### src/ntc_pkg.sv
package ntc_pkg;

   localparam logic [7:0] CH_NUL   = 8'h00;
   localparam logic [7:0] CH_SPACE = 8'h20;
   localparam logic [7:0] CH_PLUS  = 8'h2B;
   localparam logic [7:0] CH_COMMA = 8'h2C;
   localparam logic [7:0] CH_MINUS = 8'h2D;
   localparam logic [7:0] CH_ZERO  = 8'h30;
   localparam logic [7:0] CH_UX    = 8'h58;
   localparam logic [7:0] CH_LX    = 8'h78;

   typedef enum logic [2:0] {
      CLS_INT  = 3'd0,
      CLS_SINT = 3'd1,
      CLS_DEC  = 3'd2,
      CLS_SDEC = 3'd3,
      CLS_HEX  = 3'd4,
      CLS_ERR  = 3'd5
   } token_class_type;

   typedef enum logic [3:0] {
      CK_NUL    = 4'd0,
      CK_SPACE  = 4'd1,
      CK_SIGN   = 4'd2,
      CK_ZERO   = 4'd3,
      CK_NZ     = 4'd4,
      CK_COMMA  = 4'd5,
      CK_X      = 4'd6,
      CK_HEXLET = 4'd7,
      CK_OTHER  = 4'd8
   } char_kind_type;

   typedef enum logic [13:0] {
      ST_IDLE    = 14'h0001,
      ST_SIGN    = 14'h0002,
      ST_INT     = 14'h0004,
      ST_INTZ    = 14'h0008,
      ST_SINT    = 14'h0010,
      ST_COMMA   = 14'h0020,
      ST_DEC     = 14'h0040,
      ST_SCOMMA  = 14'h0080,
      ST_SDEC    = 14'h0100,
      ST_ZERO    = 14'h0200,
      ST_HEXP    = 14'h0400,
      ST_HEX     = 14'h0800,
      ST_SZERO   = 14'h1000,
      ST_SWALLOW = 14'h2000
   } scan_state_type;

   typedef struct packed {
      token_class_type token_class;
      logic            string_end;
   } token_result_type;

   typedef struct packed {
      logic             push;
      token_result_type result;
      logic             idle;
   } front_status_type;

   function automatic char_kind_type classify_char(input logic [7:0] c);
      char_kind_type kind;
      if (c == CH_NUL)
         kind = CK_NUL;
      else if (c == CH_SPACE)
         kind = CK_SPACE;
      else if (c == CH_PLUS || c == CH_MINUS)
         kind = CK_SIGN;
      else if (c == CH_ZERO)
         kind = CK_ZERO;
      else if (c inside {[8'h31:8'h39]})
         kind = CK_NZ;
      else if (c == CH_COMMA)
         kind = CK_COMMA;
      else if (c == CH_LX || c == CH_UX)
         kind = CK_X;
      else if (c inside {[8'h41:8'h46], [8'h61:8'h66]})
         kind = CK_HEXLET;
      else
         kind = CK_OTHER;
      return kind;
   endfunction

endpackage

### src/numeric_token_classifier_unit.sv
// Numeric token classifier.
// req channel: one character byte per request on req_char_byte. Bytes form
// tokens separated by space (0x20); NUL (0x00) ends a token and the string.
// rsp channel: one result per token, rsp_token_class (0 integer, 1 signed
// integer, 2 decimal, 3 signed decimal, 4 hex, 5 error) and rsp_string_end
// set when NUL closed the token. Delimiters between tokens give no result.
// A request is taken when valid is high and stall is low on its channel.
// Throughput: one request per cycle while req_stall is low; the scanner
// state update is a combinational next-state function. A result is written
// into the result queue at the edge that takes the delimiter request, and
// from there moves into the output register that drives rsp_valid.
// When the receiver stalls, results collect in the QUEUE_DEPTH-entry queue;
// req_stall rises only while that queue is full.
// Reset (synchronous, active high) returns the scanner to idle between
// tokens and empties the queue and the output register.
module numeric_token_classifier_unit
   import ntc_pkg::*;
#(
   parameter int QUEUE_DEPTH = 4
) (
   input  logic       clock,
   input  logic       reset,
   input  logic       req_valid,
   output logic       req_stall,
   input  logic [7:0] req_char_byte,
   output logic       rsp_valid,
   input  logic       rsp_stall,
   output logic [2:0] rsp_token_class,
   output logic       rsp_string_end
);

   logic             req_accept;
   front_status_type fr_status;
   logic             q_full;
   logic             q_valid;
   logic             q_pop;
   token_result_type q_data;

   assign req_stall  = q_full;
   assign req_accept = req_valid && !req_stall;

   ntc_front u_front (
      .clock     (clock),
      .reset     (reset),
      .accept    (req_accept),
      .char_byte (req_char_byte),
      .status    (fr_status)
   );

   ntc_queue #(
      .DEPTH (QUEUE_DEPTH)
   ) u_queue (
      .clock     (clock),
      .reset     (reset),
      .push      (fr_status.push),
      .push_data (fr_status.result),
      .pop       (q_pop),
      .full      (q_full),
      .pop_valid (q_valid),
      .pop_data  (q_data)
   );

   ntc_back u_back (
      .clock           (clock),
      .reset           (reset),
      .q_valid         (q_valid),
      .q_data          (q_data),
      .q_pop           (q_pop),
      .rsp_valid       (rsp_valid),
      .rsp_stall       (rsp_stall),
      .rsp_token_class (rsp_token_class),
      .rsp_string_end  (rsp_string_end)
   );

   a_push_on_delim: assert property (@(posedge clock) disable iff (reset)
      fr_status.push |-> (req_accept && (req_char_byte == CH_NUL ||
                                         req_char_byte == CH_SPACE)))
      else $error("result pushed without a delimiter request");

   a_idle_after_delim: assert property (@(posedge clock) disable iff (reset)
      (req_accept && (req_char_byte == CH_NUL || req_char_byte == CH_SPACE))
      |=> fr_status.idle)
      else $error("scanner not idle after delimiter");

   a_class_range: assert property (@(posedge clock) disable iff (reset)
      rsp_valid |-> (rsp_token_class <= 3'(CLS_ERR)))
      else $error("result class out of range");

   a_pop_needs_data: assert property (@(posedge clock) disable iff (reset)
      q_pop |-> q_valid)
      else $error("pop from empty result queue");

endmodule

### src/ntc_front.sv
module ntc_front
   import ntc_pkg::*;
(
   input  logic             clock,
   input  logic             reset,
   input  logic             accept,
   input  logic [7:0]       char_byte,
   output front_status_type status
);

   scan_state_type   state_ff;
   scan_state_type   state_in;
   char_kind_type    kind;
   logic             delim;
   logic             digit;
   token_class_type  cls;

   assign kind  = classify_char(char_byte);
   assign delim = (kind == CK_NUL) || (kind == CK_SPACE);
   assign digit = (kind == CK_ZERO) || (kind == CK_NZ);

   // class reported when a delimiter closes the current token
   always_comb begin
      case (state_ff)
         ST_INT, ST_INTZ, ST_ZERO: cls = CLS_INT;
         ST_SINT:                  cls = CLS_SINT;
         ST_DEC:                   cls = CLS_DEC;
         ST_SDEC:                  cls = CLS_SDEC;
         ST_HEX:                   cls = CLS_HEX;
         default:                  cls = CLS_ERR;
      endcase
   end

   always_comb begin
      state_in = ST_SWALLOW;
      if (delim) begin
         state_in = ST_IDLE;
      end else begin
         case (state_ff)
            ST_IDLE: begin
               if (kind == CK_SIGN)      state_in = ST_SIGN;
               else if (kind == CK_NZ)   state_in = ST_INT;
               else if (kind == CK_ZERO) state_in = ST_ZERO;
            end
            ST_SIGN: begin
               if (kind == CK_NZ)        state_in = ST_SINT;
               else if (kind == CK_ZERO) state_in = ST_SZERO;
            end
            ST_INT: begin
               if (digit)                 state_in = ST_INT;
               else if (kind == CK_COMMA) state_in = ST_COMMA;
            end
            ST_INTZ: begin
               if (digit) state_in = ST_INTZ;
            end
            ST_SINT: begin
               if (digit)                 state_in = ST_SINT;
               else if (kind == CK_COMMA) state_in = ST_SCOMMA;
            end
            ST_COMMA, ST_DEC: begin
               if (digit) state_in = ST_DEC;
            end
            ST_SCOMMA, ST_SDEC: begin
               if (digit) state_in = ST_SDEC;
            end
            ST_ZERO: begin
               if (kind == CK_X)          state_in = ST_HEXP;
               else if (kind == CK_COMMA) state_in = ST_COMMA;
               else if (digit)            state_in = ST_INTZ;
            end
            ST_HEXP, ST_HEX: begin
               if (digit || kind == CK_HEXLET) state_in = ST_HEX;
            end
            ST_SZERO: begin
               if (kind == CK_COMMA) state_in = ST_SCOMMA;
            end
            default: state_in = ST_SWALLOW;
         endcase
      end
   end

   always_ff @(posedge clock) begin
      if (reset)
         state_ff <= ST_IDLE;
      else if (accept)
         state_ff <= state_in;
   end

   assign status.push               = accept && delim && (state_ff != ST_IDLE);
   assign status.result.token_class = cls;
   assign status.result.string_end  = (kind == CK_NUL);
   assign status.idle               = (state_ff == ST_IDLE);

endmodule

### src/ntc_queue.sv
module ntc_queue
   import ntc_pkg::*;
#(
   parameter int DEPTH = 4
) (
   input  logic             clock,
   input  logic             reset,
   input  logic             push,
   input  token_result_type push_data,
   input  logic             pop,
   output logic             full,
   output logic             pop_valid,
   output token_result_type pop_data
);

   localparam int PTR_W = $clog2(DEPTH);
   localparam int CNT_W = $clog2(DEPTH + 1);

   token_result_type entry_ff [DEPTH];
   logic [PTR_W-1:0] wr_ptr_ff, wr_ptr_in;
   logic [PTR_W-1:0] rd_ptr_ff, rd_ptr_in;
   logic [CNT_W-1:0] count_ff, count_in;

   assign full      = (count_ff == CNT_W'(DEPTH));
   assign pop_valid = (count_ff != '0);
   assign pop_data  = entry_ff[rd_ptr_ff];

   always_comb begin
      wr_ptr_in = wr_ptr_ff;
      rd_ptr_in = rd_ptr_ff;
      count_in  = count_ff;
      if (push)
         wr_ptr_in = (wr_ptr_ff == PTR_W'(DEPTH - 1)) ? '0 : wr_ptr_ff + 1'b1;
      if (pop)
         rd_ptr_in = (rd_ptr_ff == PTR_W'(DEPTH - 1)) ? '0 : rd_ptr_ff + 1'b1;
      if (push && !pop)
         count_in = count_ff + 1'b1;
      else if (pop && !push)
         count_in = count_ff - 1'b1;
   end

   always_ff @(posedge clock) begin
      if (reset) begin
         wr_ptr_ff <= '0;
         rd_ptr_ff <= '0;
         count_ff  <= '0;
      end else begin
         wr_ptr_ff <= wr_ptr_in;
         rd_ptr_ff <= rd_ptr_in;
         count_ff  <= count_in;
      end
   end

   always_ff @(posedge clock) begin
      if (push)
         entry_ff[wr_ptr_ff] <= push_data;
   end

endmodule

### src/ntc_back.sv
module ntc_back
   import ntc_pkg::*;
(
   input  logic             clock,
   input  logic             reset,
   input  logic             q_valid,
   input  token_result_type q_data,
   output logic             q_pop,
   output logic             rsp_valid,
   input  logic             rsp_stall,
   output logic [2:0]       rsp_token_class,
   output logic             rsp_string_end
);

   logic             out_valid_ff, out_valid_in;
   token_result_type out_data_ff;

   // advance whenever the output register is empty or being taken
   assign q_pop        = q_valid && (!out_valid_ff || !rsp_stall);
   assign out_valid_in = q_pop || (out_valid_ff && rsp_stall);

   always_ff @(posedge clock) begin
      if (reset)
         out_valid_ff <= 1'b0;
      else
         out_valid_ff <= out_valid_in;
   end

   always_ff @(posedge clock) begin
      if (q_pop)
         out_data_ff <= q_data;
   end

   assign rsp_valid       = out_valid_ff;
   assign rsp_token_class = out_data_ff.token_class;
   assign rsp_string_end  = out_data_ff.string_end;

endmodule

### config.mk
export PLATFORM = sky130hd
export DESIGN_NAME = numeric_token_classifier_unit
export DESIGN_NICKNAME = d
export VERILOG_FILES = /design/src/ntc_pkg.sv /design/src/numeric_token_classifier_unit.sv /design/src/ntc_front.sv /design/src/ntc_queue.sv /design/src/ntc_back.sv
export SDC_FILE = /design/constraint.sdc
export NUM_CORES = 1
export LEC_CHECK = 0
export BUFFER_PORTS_ARGS = -buffer_cell sky130_fd_sc_hd__buf_2
export CORE_MARGIN = 4
export CORE_UTILIZATION = 40
export DETAILED_ROUTE_END_ITERATION = 12
export MAX_ROUTING_LAYER = met4
export PLACE_DENSITY = 0.59
export REMOVE_ABC_BUFFERS = 1
export SYNTH_ARGS = -nofsm -noshare
export SYNTH_HDL_FRONTEND = slang
export SYNTH_SLANG_ARGS = --single-unit
### constraint.sdc
create_clock -name clock -period 3.65 [get_ports clock]
set_input_delay 0.365 -clock clock [delete_from_list [all_inputs] [get_ports clock]]
set_output_delay 0.365 -clock clock [all_outputs]
set_load 0.05 [all_outputs]
==> results of run 1 <==
-- placed cells by master (no fill, tap or decap), types with 2 or more instances in the layout --
cell	count
nor2b_1	2
edfxtp_1	20
a21oi_1	21
o21ai_0	7
buf_2	17
mux4_2	4
ha_1	6
and3_1	6
a32oi_1	2
or3_1	3
or4_1	2
nor4_1	4
nor3b_1	2
and4b_1	2
nand4b_1	2
and3_2	2
nor4b_1	5
nand2b_1	2
nand3_1	9
dfxtp_1	22
a211o_1	2
nand4_1	4
xnor2_1	2
nand2_1	17
a22oi_1	2
xor2_1	5
nor3_1	5
and2_1	2
or4b_2	2
inv_1	4
nor2_1	22
clkbuf_8	5
-- layer usage --
layer | vias to the layer above | track usage (%)
li1 | 858 | -
met1 | 830 | 19.44
met2 | 31 | 22.59
met3 | 4 | 3.274
met4 | 0 | 5.201
met5 | - | -
-- Yosys cell counts, drive strengths merged, types with 3 or more instances --
master / number
dfxtp: 22
nor2: 22
a21oi: 21
edfxtp: 20
nand2: 17
nand3: 9
and3: 8
o21ai: 7
buf: 6
ha: 6
nor3: 6
nor4b: 6
clkbuf: 5
nor4: 5
xor2: 5
inv: 4
mux4: 4
nand4: 4
a211o: 3
and2: 3
or3: 3
or4: 3
-- how the worst max path moves through the flow --
stage / cells past startpoint / to / slack (ns) / start
2_1_floorplan: 10 / u_queue.count_ff[2]$_SDFFE_PP0P_ / 0.22 / u_queue.count_ff[0]$_SDFFE_PP0P_
3_3_place_gp: 11 / u_queue.count_ff[2]$_SDFFE_PP0P_ / 0.43 / req_char_byte[2]
3_5_place_dp: 11 / u_queue.count_ff[2]$_SDFFE_PP0P_ / 0.35 / req_char_byte[2]
4_1_cts: 11 / u_queue.count_ff[2]$_SDFFE_PP0P_ / 0.66 / req_char_byte[2]
5_1_grt: 11 / u_queue.count_ff[2]$_SDFFE_PP0P_ / 0.45 / req_char_byte[2]
6_report: 11 / u_queue.count_ff[2]$_SDFFE_PP0P_ / 0.65 / req_char_byte[2]
-- kinds of logic (layout without fill, tap and decap cells) --
group,count (synthesis),in the layout,share of synthesized area (%)
AND/OR/NAND/NOR,100,100,26.76
AO/OA/AOI/OAI,44,44,12.24
adder cells (fa/ha/maj),7,7,4.210
XOR/XNOR,7,7,2.715
flip-flops,42,42,46.09
multiplexers,5,5,4.432
buffers and inverters,15,30,3.545
-- stage by stage --
stage	utilization, %	total power (W)
CTS	45.19	0.001348
floorplan	-	0.0008796
detailed placement	43.15	0.0009736
global placement	43.15	0.0009729
finish	45.19	0.001336
global route	45.19	0.001410
-- flip-flops by register name (all words and copies together), names as in the netlist --
name / cells
u_back.rsp_string_end: 1
u_queue.rd_ptr_ff: 2
u_queue.count_ff: 3
u_back.rsp_token_class: 3
u_queue.entry_ff: 16
u_back.rsp_valid: 1
u_front.state_ff: 14
u_queue.wr_ptr_ff: 2
-- where the power goes --
part | internal [W] | leakage [nW] | switching [W]
Sequential | 0.000546 | 0.327 | 0.0000438
Combinational | 0.000134 | 0.487 | 0.000239
Clock | 0.000205 | 0.0585 | 0.000168
Total | 0.000885 | 0.873 | 0.000451
-- final cells by class --
cell class,count,share of cell area (%)
clock buffers,5,2.765
clock inverters,3,1.760
inverters,4,0.6033
multi-input cells,163,45.70
flip-flops and latches,42,41.83
well taps,72,3.620
repair buffers,18,3.720
-- worst max-delay path: stages --
cell	delay (ns)
buf_2	0.12
or3_1	0.40
or4_1	0.54
nor3_4	0.29
and2_1	0.22
ha_1	0.19
inv_1	0.07
fa_1	0.43
xor2_1	0.16
or3_1	0.32
a21oi_1	0.14
==> impl_metrics.py, run 1 <==
metrics = {
    "floorplanning": {
        "dieArea_sq_mm": 0.006912,
        "fp.dieH_um": 83.14,
        "start_util_pct": 41.01,
        "coreArea_sq_mm": 0.005507,
        "rows": 27,
        "io_pins": 18,
        "die_w_um": 83.14,
    },
    "placement": {
        "gp_congestion": 0.9270,
        "io_buffers": 17,
        "dp_slack_ns": 0.3482,
        "postPlaceCellArea_sq_mm": 0.002376,
        "place_hpwl_um": 3425,
        "dp_cells": 299,
    },
    "final_layout": {
        "seq_area_sq_mm": 0.001041,
        "areaGrowthSynthToFinish_pct": 10.19,
        "drive_gt1_share_pct": 17.87,
        "design_area_sq_mm": 0.002489,
        "multi_input_area_sq_mm": 0.001137,
        "final_nets": 253,
        "fillers": 537,
        "stdcell_count": 307,
        "diodes": 0,
    },
    "sta": {
        "period_share_pct": 82.17,
        "clock_skew_ns": 0.004672,
        "fin_ws_ns": 0.6507,
        "hold_viol_final": 0,
        "setup_viol": 0,
        "maxSlewHeadroom_pct": 55.70,
        "drv_slew": 0,
        "period_minus_slack_ns": 2.999,
        "rsz0062_at_grt": "no",
        "hold_slack_ns": 0.3234,
        "tightest_slew_ns": 0.6552,
        "setup_tns_ns": 0,
        "max_freq_mhz": 333.4,
    },
    "grt": {
        "antenna_found_initial": 0,
        "grt_max_degree": 23,
        "grt-ovfl-total": 0,
        "grt_first_pass_wirelength_um": 8059,
        "grt_use_total_pct": 14.81,
        "grt_pass1_vias": 1669,
    },
    "worst_setup_path": {
        "worst-path-max-fanout": 8,
        "reg2reg_to": "u_queue.count_ff[2]$_SDFFE_PP0P_",
        "reg2reg_from": "u_front.state_ff[4]$_SDFFE_PP0P_",
        "critPathRequiredTime_ns": 3.88,
        "cp-end-kind": "flip-flop",
        "reg2reg_slack_ns": 0.86,
        "cp.arrival_ns": 3.23,
        "critPathLaunchType": "input port",
        "r2r_cells": 10,
        "path_class": "input port to flip-flop",
    },
    "logic_synthesis": {
        "synth_cell_types": 54,
        "synthTopCellsByArea": "edfxtp_1 27%, dfxtp_1 20%, a21oi_1 4.7%",
        "avgSynthCellArea_sq_um": 10.27,
        "ys_ff_latch": 42,
        "synth.cell_area_sq_mm": 0.002258,
        "synth_area_leader_cell": "edfxtp_1",
        "yosys_warnings": 0,
        "synth_seq_area_share_pct": 46.09,
        "synth_enable_flop_cells": 20,
        "synthCells": 220,
        "synthFlopType": "dfxtp_1",
        "async_reset_ff_share_pct": 0,
        "yosysTopAreaCellShare_pct": 26.59,
    },
    "cts": {
        "cts_hold_buf": 0,
        "cts_tree": "yes",
        "clock-sinks": 42,
        "root_buffer": "clkbuf_8",
        "h-tree-depth": 2,
        "numCtsBuffers": 5,
        "clock_path_buffers": 2,
        "clkTransAtPathRegs_ns": 0.08,
        "postCtsSetupRepairBufs": 0,
        "clock_latency_ns": 0.30,
        "ctsResizeCount": 0,
    },
    "detailed_routing": {
        "highest_layer": "met4",
        "wl_met3_um": 161,
        "drc": 0,
        "drt_iter0_drc": 91,
        "drt-vias-per-instance": 5.612,
        "drt-met1-wl_um": 2316,
        "vias": 1723,
        "post_drt_wl_per_cell_um": 15.16,
        "drt-pass1-iter-count": 4,
        "antenna_left": 0,
        "met2_length_um": 2139,
        "wl_um": 4655,
    },
    "hold_path": {
        "min-delay-start": "rsp_stall",
        "hold_path.class": "input port to flip-flop",
        "hold-path-endpoint": "u_back.rsp_valid$_SDFF_PP0_",
        "whs_path_depth": 3,
    },
    "power": {
        "peakVddDrop_mv": 0.3052,
        "leakage_nw": 0.8726,
        "cellPowerDensity_mw_per_mm2": 536.8,
    },
    "flow_run": {
        "max_cap_violations": 0,
    },
    "run_status": {
        "status": "completed",
    },
}
No activity file was read; power rests on OpenSTA's default activity.
==> run 2: changes to the inputs <==
--- a/config.mk
+++ b/config.mk
@@ -10,7 +10,7 @@
 export CORE_UTILIZATION = 40
 export DETAILED_ROUTE_END_ITERATION = 12
 export MAX_ROUTING_LAYER = met4
-export PLACE_DENSITY = 0.59
+export PLACE_DENSITY = 0.61
 export REMOVE_ABC_BUFFERS = 1
 export SYNTH_ARGS = -nofsm -noshare
 export SYNTH_HDL_FRONTEND = slang
==> constraint.sdc (replaced) <==
create_clock -name clock -period 2.45 [get_ports clock]
set_input_delay 0.245 -clock clock [delete_from_list [all_inputs] [get_ports clock]]
set_output_delay 0.245 -clock clock [all_outputs]
set_load 0.05 [all_outputs]
==> run 2 against run 1 <==
- via count grew 4.8%
- register-to-register slack lost 0.72 ns
- clock power grew 27%
- flip-flop and latch count is the same
- sequential share of layout area shrank 3.3 points
- worst hold slack lost 0.14 ns
- worst setup slack lost 0.60 ns
- cell count grew 8.8%
- highest routed layer unchanged
- die area is the same
- first-iteration DRC count grew 11%
- utilization grew 3.9 points
- critical endpoint unchanged
- clock skew is essentially flat
==> impl_metrics.py, run 2 (same netlist as run 1, synthesis figures left out) <==
metrics = {
    "detailed_routing": {
        "vias": 1806,
        "drc": 0,
        "antenna_left": 0,
        "wl_um": 4739,
        "drt_iter0_drc": 101,
        "post_drt_wl_per_cell_um": 14.19,
        "drt-pass1-iter-count": 4,
        "drt-vias-per-instance": 5.407,
    },
    "flow_run": {
        "max_cap_violations": 0,
    },
    "worst_setup_path": {
        "cp_cell_sequence": "buf_2, or3_1, or4_4, nor3_4, and2_4, ha_4, inv_1, fa_2, xor2_1, or3_1, a21oi_2",
        "cpMostUsedCell": "or3_1",
        "r2r_cells": 11,
        "cp-end-kind": "flip-flop",
        "cp-startpoint": "req_char_byte[2]",
        "critPathLaunchType": "input port",
        "reg2reg_slack_ns": 0.14,
        "critPathRequiredTime_ns": 2.69,
        "cp.arrival_ns": 2.64,
        "cp_top_family": "simple AND/OR/NAND/NOR gates",
        "cp_slowest_cell": "or4_4",
        "crit_buf_inv": 2,
        "cp_slowest_stage_delay_ns": 0.44,
        "reg2reg_to": "u_queue.count_ff[2]$_SDFFE_PP0P_",
        "reg2reg_from": "u_front.state_ff[10]$_SDFFE_PP0P_",
        "path_class": "input port to flip-flop",
        "worst-path-max-fanout": 2,
    },
    "final_layout": {
        "drive_gt1_share_pct": 28.63,
        "design_area_sq_mm": 0.002704,
        "final_common_cell": "buf_4",
        "fin_util_pct": 49.10,
        "final_cell_mix": "28 x buf_4, 22 x nor2_1, 22 x dfxtp_1",
        "reg_top3": "u_queue.entry_ff: 16 flops, u_front.state_ff: 14 flops",
        "largest_register_ffs": 16,
        "stdcell_count": 334,
        "largest-register": "u_queue.entry_ff",
        "diodes": 0,
        "final_nets": 280,
        "areaGrowthSynthToFinish_pct": 19.72,
    },
    "grt": {
        "grt_use_total_pct": 14.85,
        "grt-ovfl-total": 0,
        "grt_first_pass_wirelength_um": 8169,
        "antenna_found_initial": 0,
        "grt_max_degree": 23,
        "grt_pass1_vias": 1794,
    },
    "cts": {
        "clkTransAtPathRegs_ns": 0.09,
        "postCtsSetupRepairBufs": 0,
        "clock_path_buffers": 2,
        "root_buffer": "clkbuf_8",
        "clock-sinks": 42,
        "h-tree-depth": 2,
        "cts_tree": "yes",
        "ctsResizeCount": 4,
        "clock_latency_ns": 0.30,
        "numCtsBuffers": 5,
        "cts_hold_buf": 0,
    },
    "run_status": {
        "status": "completed",
    },
    "floorplanning": {
        "die_w_um": 83.14,
        "io_pins": 18,
        "start_util_pct": 41.01,
        "fp.dieH_um": 83.14,
        "rows": 27,
        "dieArea_sq_mm": 0.006912,
        "coreArea_sq_mm": 0.005507,
    },
    "sta": {
        "drv_slew": 0,
        "clock_skew_ns": 0.004841,
        "period_share_pct": 97.80,
        "setup_viol": 0,
        "max_freq_mhz": 417.3,
        "hold_viol_final": 0,
        "rsz0062_at_grt": "yes",
        "period_minus_slack_ns": 2.396,
        "maxSlewHeadroom_pct": 68.59,
        "tightest_slew_ns": 0.4675,
    },
    "power": {
        "cellPowerDensity_mw_per_mm2": 735.8,
        "leakage_nw": 0.9967,
        "peakVddDrop_mv": 0.3889,
        "power_w": 0.001989,
    },
    "hold_path": {
        "min-delay-start": "rsp_stall",
        "whs_path_depth": 3,
        "hold_path.class": "input port to flip-flop",
        "hold-path-endpoint": "u_back.rsp_valid$_SDFF_PP0_",
    },
    "placement": {
        "io_buffers": 17,
        "place_hpwl_um": 3527,
        "gp_congestion": 0.8915,
        "postPlaceCellArea_sq_mm": 0.002579,
        "dp_cells": 326,
    },
}
## run 2: through the flow
step | hold slack (ns) | setup TNS (ns) | setup WS [ns]
after floorplan | 0.3141 | -8.176 | -0.9804
after global placement | 0.4558 | -0.3649 | -0.3393
after detailed placement | 0.4657 | -0.4742 | -0.4050
after CTS | 0.1659 | 0 | 0.02470
after global routing | 0.1828 | -0.03412 | -0.03412
final | 0.1793 | 0 | 0.05392
## run 2: worst reg2reg max path, stage by stage, from the launching register on
cell and delay, ns:
dfxtp_1 0.43, nor4_2 0.08, buf_4 0.14, and3_1 0.18
nand2_1 0.10, and2_4 0.16, ha_4 0.12, inv_1 0.05
fa_2 0.38, xor2_1 0.16, or3_1 0.33, a21oi_2 0.13
## run 2: area by class of cell
cell class,instances,area (sq um)
clock buffer,5,68.82
clock inverter,3,25.02
fill,523,2803
inverter,4,15.01
multi-input combinational,163,1169
sequential,42,1041
tap,72,90.09
timing repair buffer,45,295.3
## run 2: per-layer routing
metal | routed length (um) | part of all wire (%) | up-vias | global-route usage (%)
met3 | 188 | 4.0 | 5 | 3.671
met4 | 65 | 1.4 | 0 | 5.349
li1 | - | - | 909 | -
met1 | 2201 | 46 | 855 | 18.29
met2 | 2283 | 48 | 37 | 23.69
met5 | 0 | 0 | - | -
## run 2: worst max-delay path by stage
| stage | endpoint | slack (ns) | depth (start not counted) |
|---|---|---|---|
| 3_3_place_gp | u_queue.count_ff[2]$_SDFFE_PP0P_ | -0.34 | 11 |
| 6_report | u_queue.count_ff[2]$_SDFFE_PP0P_ | 0.05 | 11 |
| 5_1_grt | u_queue.count_ff[2]$_SDFFE_PP0P_ | -0.03 | 11 |
| 2_1_floorplan | u_queue.count_ff[2]$_SDFFE_PP0P_ | -0.98 | 10 |
| 3_5_place_dp | u_queue.count_ff[2]$_SDFFE_PP0P_ | -0.41 | 11 |
| 4_1_cts | u_queue.count_ff[2]$_SDFFE_PP0P_ | 0.02 | 11 |
## run 2: power breakdown
part	total (W)	internal [W]	switching, W	leakage, nW
combinational	0.000645	0.000264	0.000380	0.624
sequential	0.000872	0.000813	0.0000591	0.327
clock	0.000472	0.000206	0.000266	0.0447
==> run 3: changes to the inputs <==
--- a/config.mk
+++ b/config.mk
@@ -6,11 +6,13 @@
 export NUM_CORES = 1
 export LEC_CHECK = 0
 export BUFFER_PORTS_ARGS = -buffer_cell sky130_fd_sc_hd__buf_2
+export CORE_ASPECT_RATIO = 1.2
 export CORE_MARGIN = 4
 export CORE_UTILIZATION = 40
 export DETAILED_ROUTE_END_ITERATION = 12
 export MAX_ROUTING_LAYER = met4
-export PLACE_DENSITY = 0.61
+export PLACE_DENSITY = 0.59
+export RECOVER_POWER = 25
 export REMOVE_ABC_BUFFERS = 1
 export SYNTH_ARGS = -nofsm -noshare
 export SYNTH_HDL_FRONTEND = slang
==> constraint.sdc (replaced) <==
create_clock -name clock -period 2.25 [get_ports clock]
set_input_delay 0.225 -clock clock [delete_from_list [all_inputs] [get_ports clock]]
set_output_delay 0.225 -clock clock [all_outputs]
set_load 0.05 [all_outputs]
==> run 3 against run 2 <==
- the flow now finishes with violations (setup timing)
- cell count rose by 2.1%
- non-clock buffer count rose by 17
- design area rose by 4.7%
- global-route usage rose by 0.46 points
- critical path depth did not move
- utilization rose by 3.6 points
- routed wire length rose by 1.5%
- combinational power rose by 14%
- first-iteration DRC count fell by 21%
- critical path type unchanged
- largest power group unchanged
==> impl_metrics.py, run 3 (same netlist as run 1, synthesis figures left out) <==
metrics = {
    "power": {
        "peakVddDrop_mv": 0.2930,
        "cellPowerDensity_mw_per_mm2": 772.0,
        "power_w": 0.002186,
        "p_int_w": 0.001427,
        "leakage_nw": 1.075,
        "swShare_pct": 34.70,
        "comb_power_share_pct": 33.8,
        "p_sw_w": 0.0007585,
        "p_clk_share_pct": 22.9,
        "p_seq_share_pct": 43.3,
    },
    "final_layout": {
        "reg_top3": "u_queue.entry_ff: 16 flops, u_front.state_ff: 14 flops",
        "drive_gt1_share_pct": 32.62,
        "largest_register_ffs": 16,
        "areaGrowthSynthToFinish_pct": 25.37,
        "final_nets": 297,
        "fin_util_pct": 52.73,
        "final_cell_mix": "44 x buf_4, 22 x nor2_1, 21 x a21oi_1, 21 x dfxtp_1, 20 x edfxtp_1",
        "design_area_sq_mm": 0.002831,
        "diodes": 0,
        "largest-register": "u_queue.entry_ff",
        "final_common_cell": "buf_4",
    },
    "sta": {
        "drv_slew": 0,
        "rsz0062_at_grt": "yes",
        "period_minus_slack_ns": 2.320,
        "period_share_pct": 103.1,
        "tightest_slew_ns": 0.5974,
        "hold_viol_final": 0,
        "max_freq_mhz": 431.0,
        "setup_viol": 1,
        "fin_ws_ns": -0.06999,
        "maxSlewHeadroom_pct": 60.34,
        "clock_skew_ns": 0.008816,
    },
    "cts": {
        "h-tree-depth": 2,
        "clock_latency_ns": 0.29,
        "clkTransAtPathRegs_ns": 0.09,
        "clock-sinks": 42,
        "clock_path_buffers": 2,
        "cts_tree": "yes",
        "numCtsBuffers": 5,
        "root_buffer": "clkbuf_8",
    },
    "worst_setup_path": {
        "critPathRequiredTime_ns": 2.48,
        "cp-end-kind": "flip-flop",
        "cp_slowest_cell": "or4_4",
        "critPathLaunchType": "input port",
        "cp.arrival_ns": 2.55,
        "cp_cell_sequence": "buf_6, or3_4, or4_4, nor3_4, and2_4, ha_4, inv_2, fa_2, xor2_1, or3_1, a21oi_1",
        "path_class": "input port to flip-flop",
        "worst-path-max-fanout": 3,
        "cp_slowest_stage_delay_ns": 0.44,
    },
    "detailed_routing": {
        "drt_iter0_drc": 80,
        "drc": 0,
        "vias": 1823,
        "drt-pass1-iter-count": 4,
        "post_drt_wl_per_cell_um": 14.11,
        "wl_um": 4812,
        "antenna_left": 0,
        "drt-vias-per-instance": 5.346,
    },
    "run_status": {
        "violations": "setup timing",
        "status": "complete, but fails checks",
    },
    "floorplanning": {
        "coreArea_sq_mm": 0.005370,
        "fp.dieH_um": 90.31,
        "io_pins": 18,
        "rows": 29,
        "dieArea_sq_mm": 0.006917,
        "start_util_pct": 42.05,
        "die_w_um": 76.60,
    },
    "placement": {
        "place_hpwl_um": 3778,
        "postPlaceCellArea_sq_mm": 0.002686,
        "dp_slack_ns": -0.6416,
        "gp_congestion": 0.8787,
        "io_buffers": 17,
    },
    "grt": {
        "antenna_found_initial": 0,
        "grt_pass1_vias": 1834,
        "grt-ovfl-total": 0,
        "grt_use_total_pct": 15.31,
        "grt_first_pass_wirelength_um": 8349,
        "grt_max_degree": 23,
    },
    "flow_run": {
        "max_cap_violations": 0,
    },
    "hold_path": {
        "hold_path.class": "input port to flip-flop",
    },
}
==> run 3: final timing paths <==
path	startpoint	to	slack (ns)	cells past startpoint
setup / recovery	req_char_byte[1]	u_queue.count_ff[2]$_SDFFE_PP0P_	-0.07	11
hold / removal	rsp_stall	u_back.rsp_valid$_SDFF_PP0_	0.17	3
setup reg to reg	u_queue.count_ff[2]$_SDFFE_PP0P_	u_queue.count_ff[2]$_SDFFE_PP0P_	0.07	10
hold reg to reg	u_back.rsp_valid$_SDFF_PP0_	u_back.rsp_valid$_SDFF_PP0_	0.48	2
==> run 3: final cells by class <==
type                    count  area [sq um]
clock inverters             3         25.02
flip-flops and latches     42          1042
clock buffers               5         68.82
multi-input cells         163          1184
inverters                   4         15.01
fillers                   502          2539
well taps                  62         77.57
repair buffers             62         419.2
==> run 3: layer usage <==
layer	GRT usage [%]	vias up	wire length, um
met5	-	-	0
met4	5.589	0	114
met3	3.194	12	132
met2	25.95	26	2402
met1	17.87	843	2163
li1	-	942	-
==> run 3: critical path: cells and delay by family <==
kind	cells	cell delay, ns
buf+inv	2	0.13
xor+xnor	1	0.15
simple gates	5	1.45
compound gates	1	0.14
fa+ha+maj	2	0.45
==> run 3: stage by stage <==
stage | setup TNS [ns] | hold slack (ns) | std cells
after detailed placement | -0.9471 | 0.4706 | 332
after floorplan | -15.00 | 0.2941 | 209
after CTS | -0.2123 | 0.1597 | 340
after global routing | -0.1940 | 0.1695 | 341
final | -0.06999 | 0.1708 | 341
after global placement | -0.7935 | 0.4599 | 332
==> run 3: power groups by stage <==
stage	Sequential [W]	Clock (W)	Combinational [W]
after global routing	0.000959	0.000552	0.000830
after CTS	0.000948	0.000522	0.000750
final	0.000947	0.000502	0.000738
after detailed placement	0.000966	0	0.000733
after floorplan	0.00109	0	0.000340
after global placement	0.000964	0	0.000728
==> run 3: repair_timing <==
action,4_1_cts,5_1_grt
buffers inserted,0,1
setup endpoints to repair,2,2
resized for setup,8,5
pin swaps,7,6
hold buffers,0,0
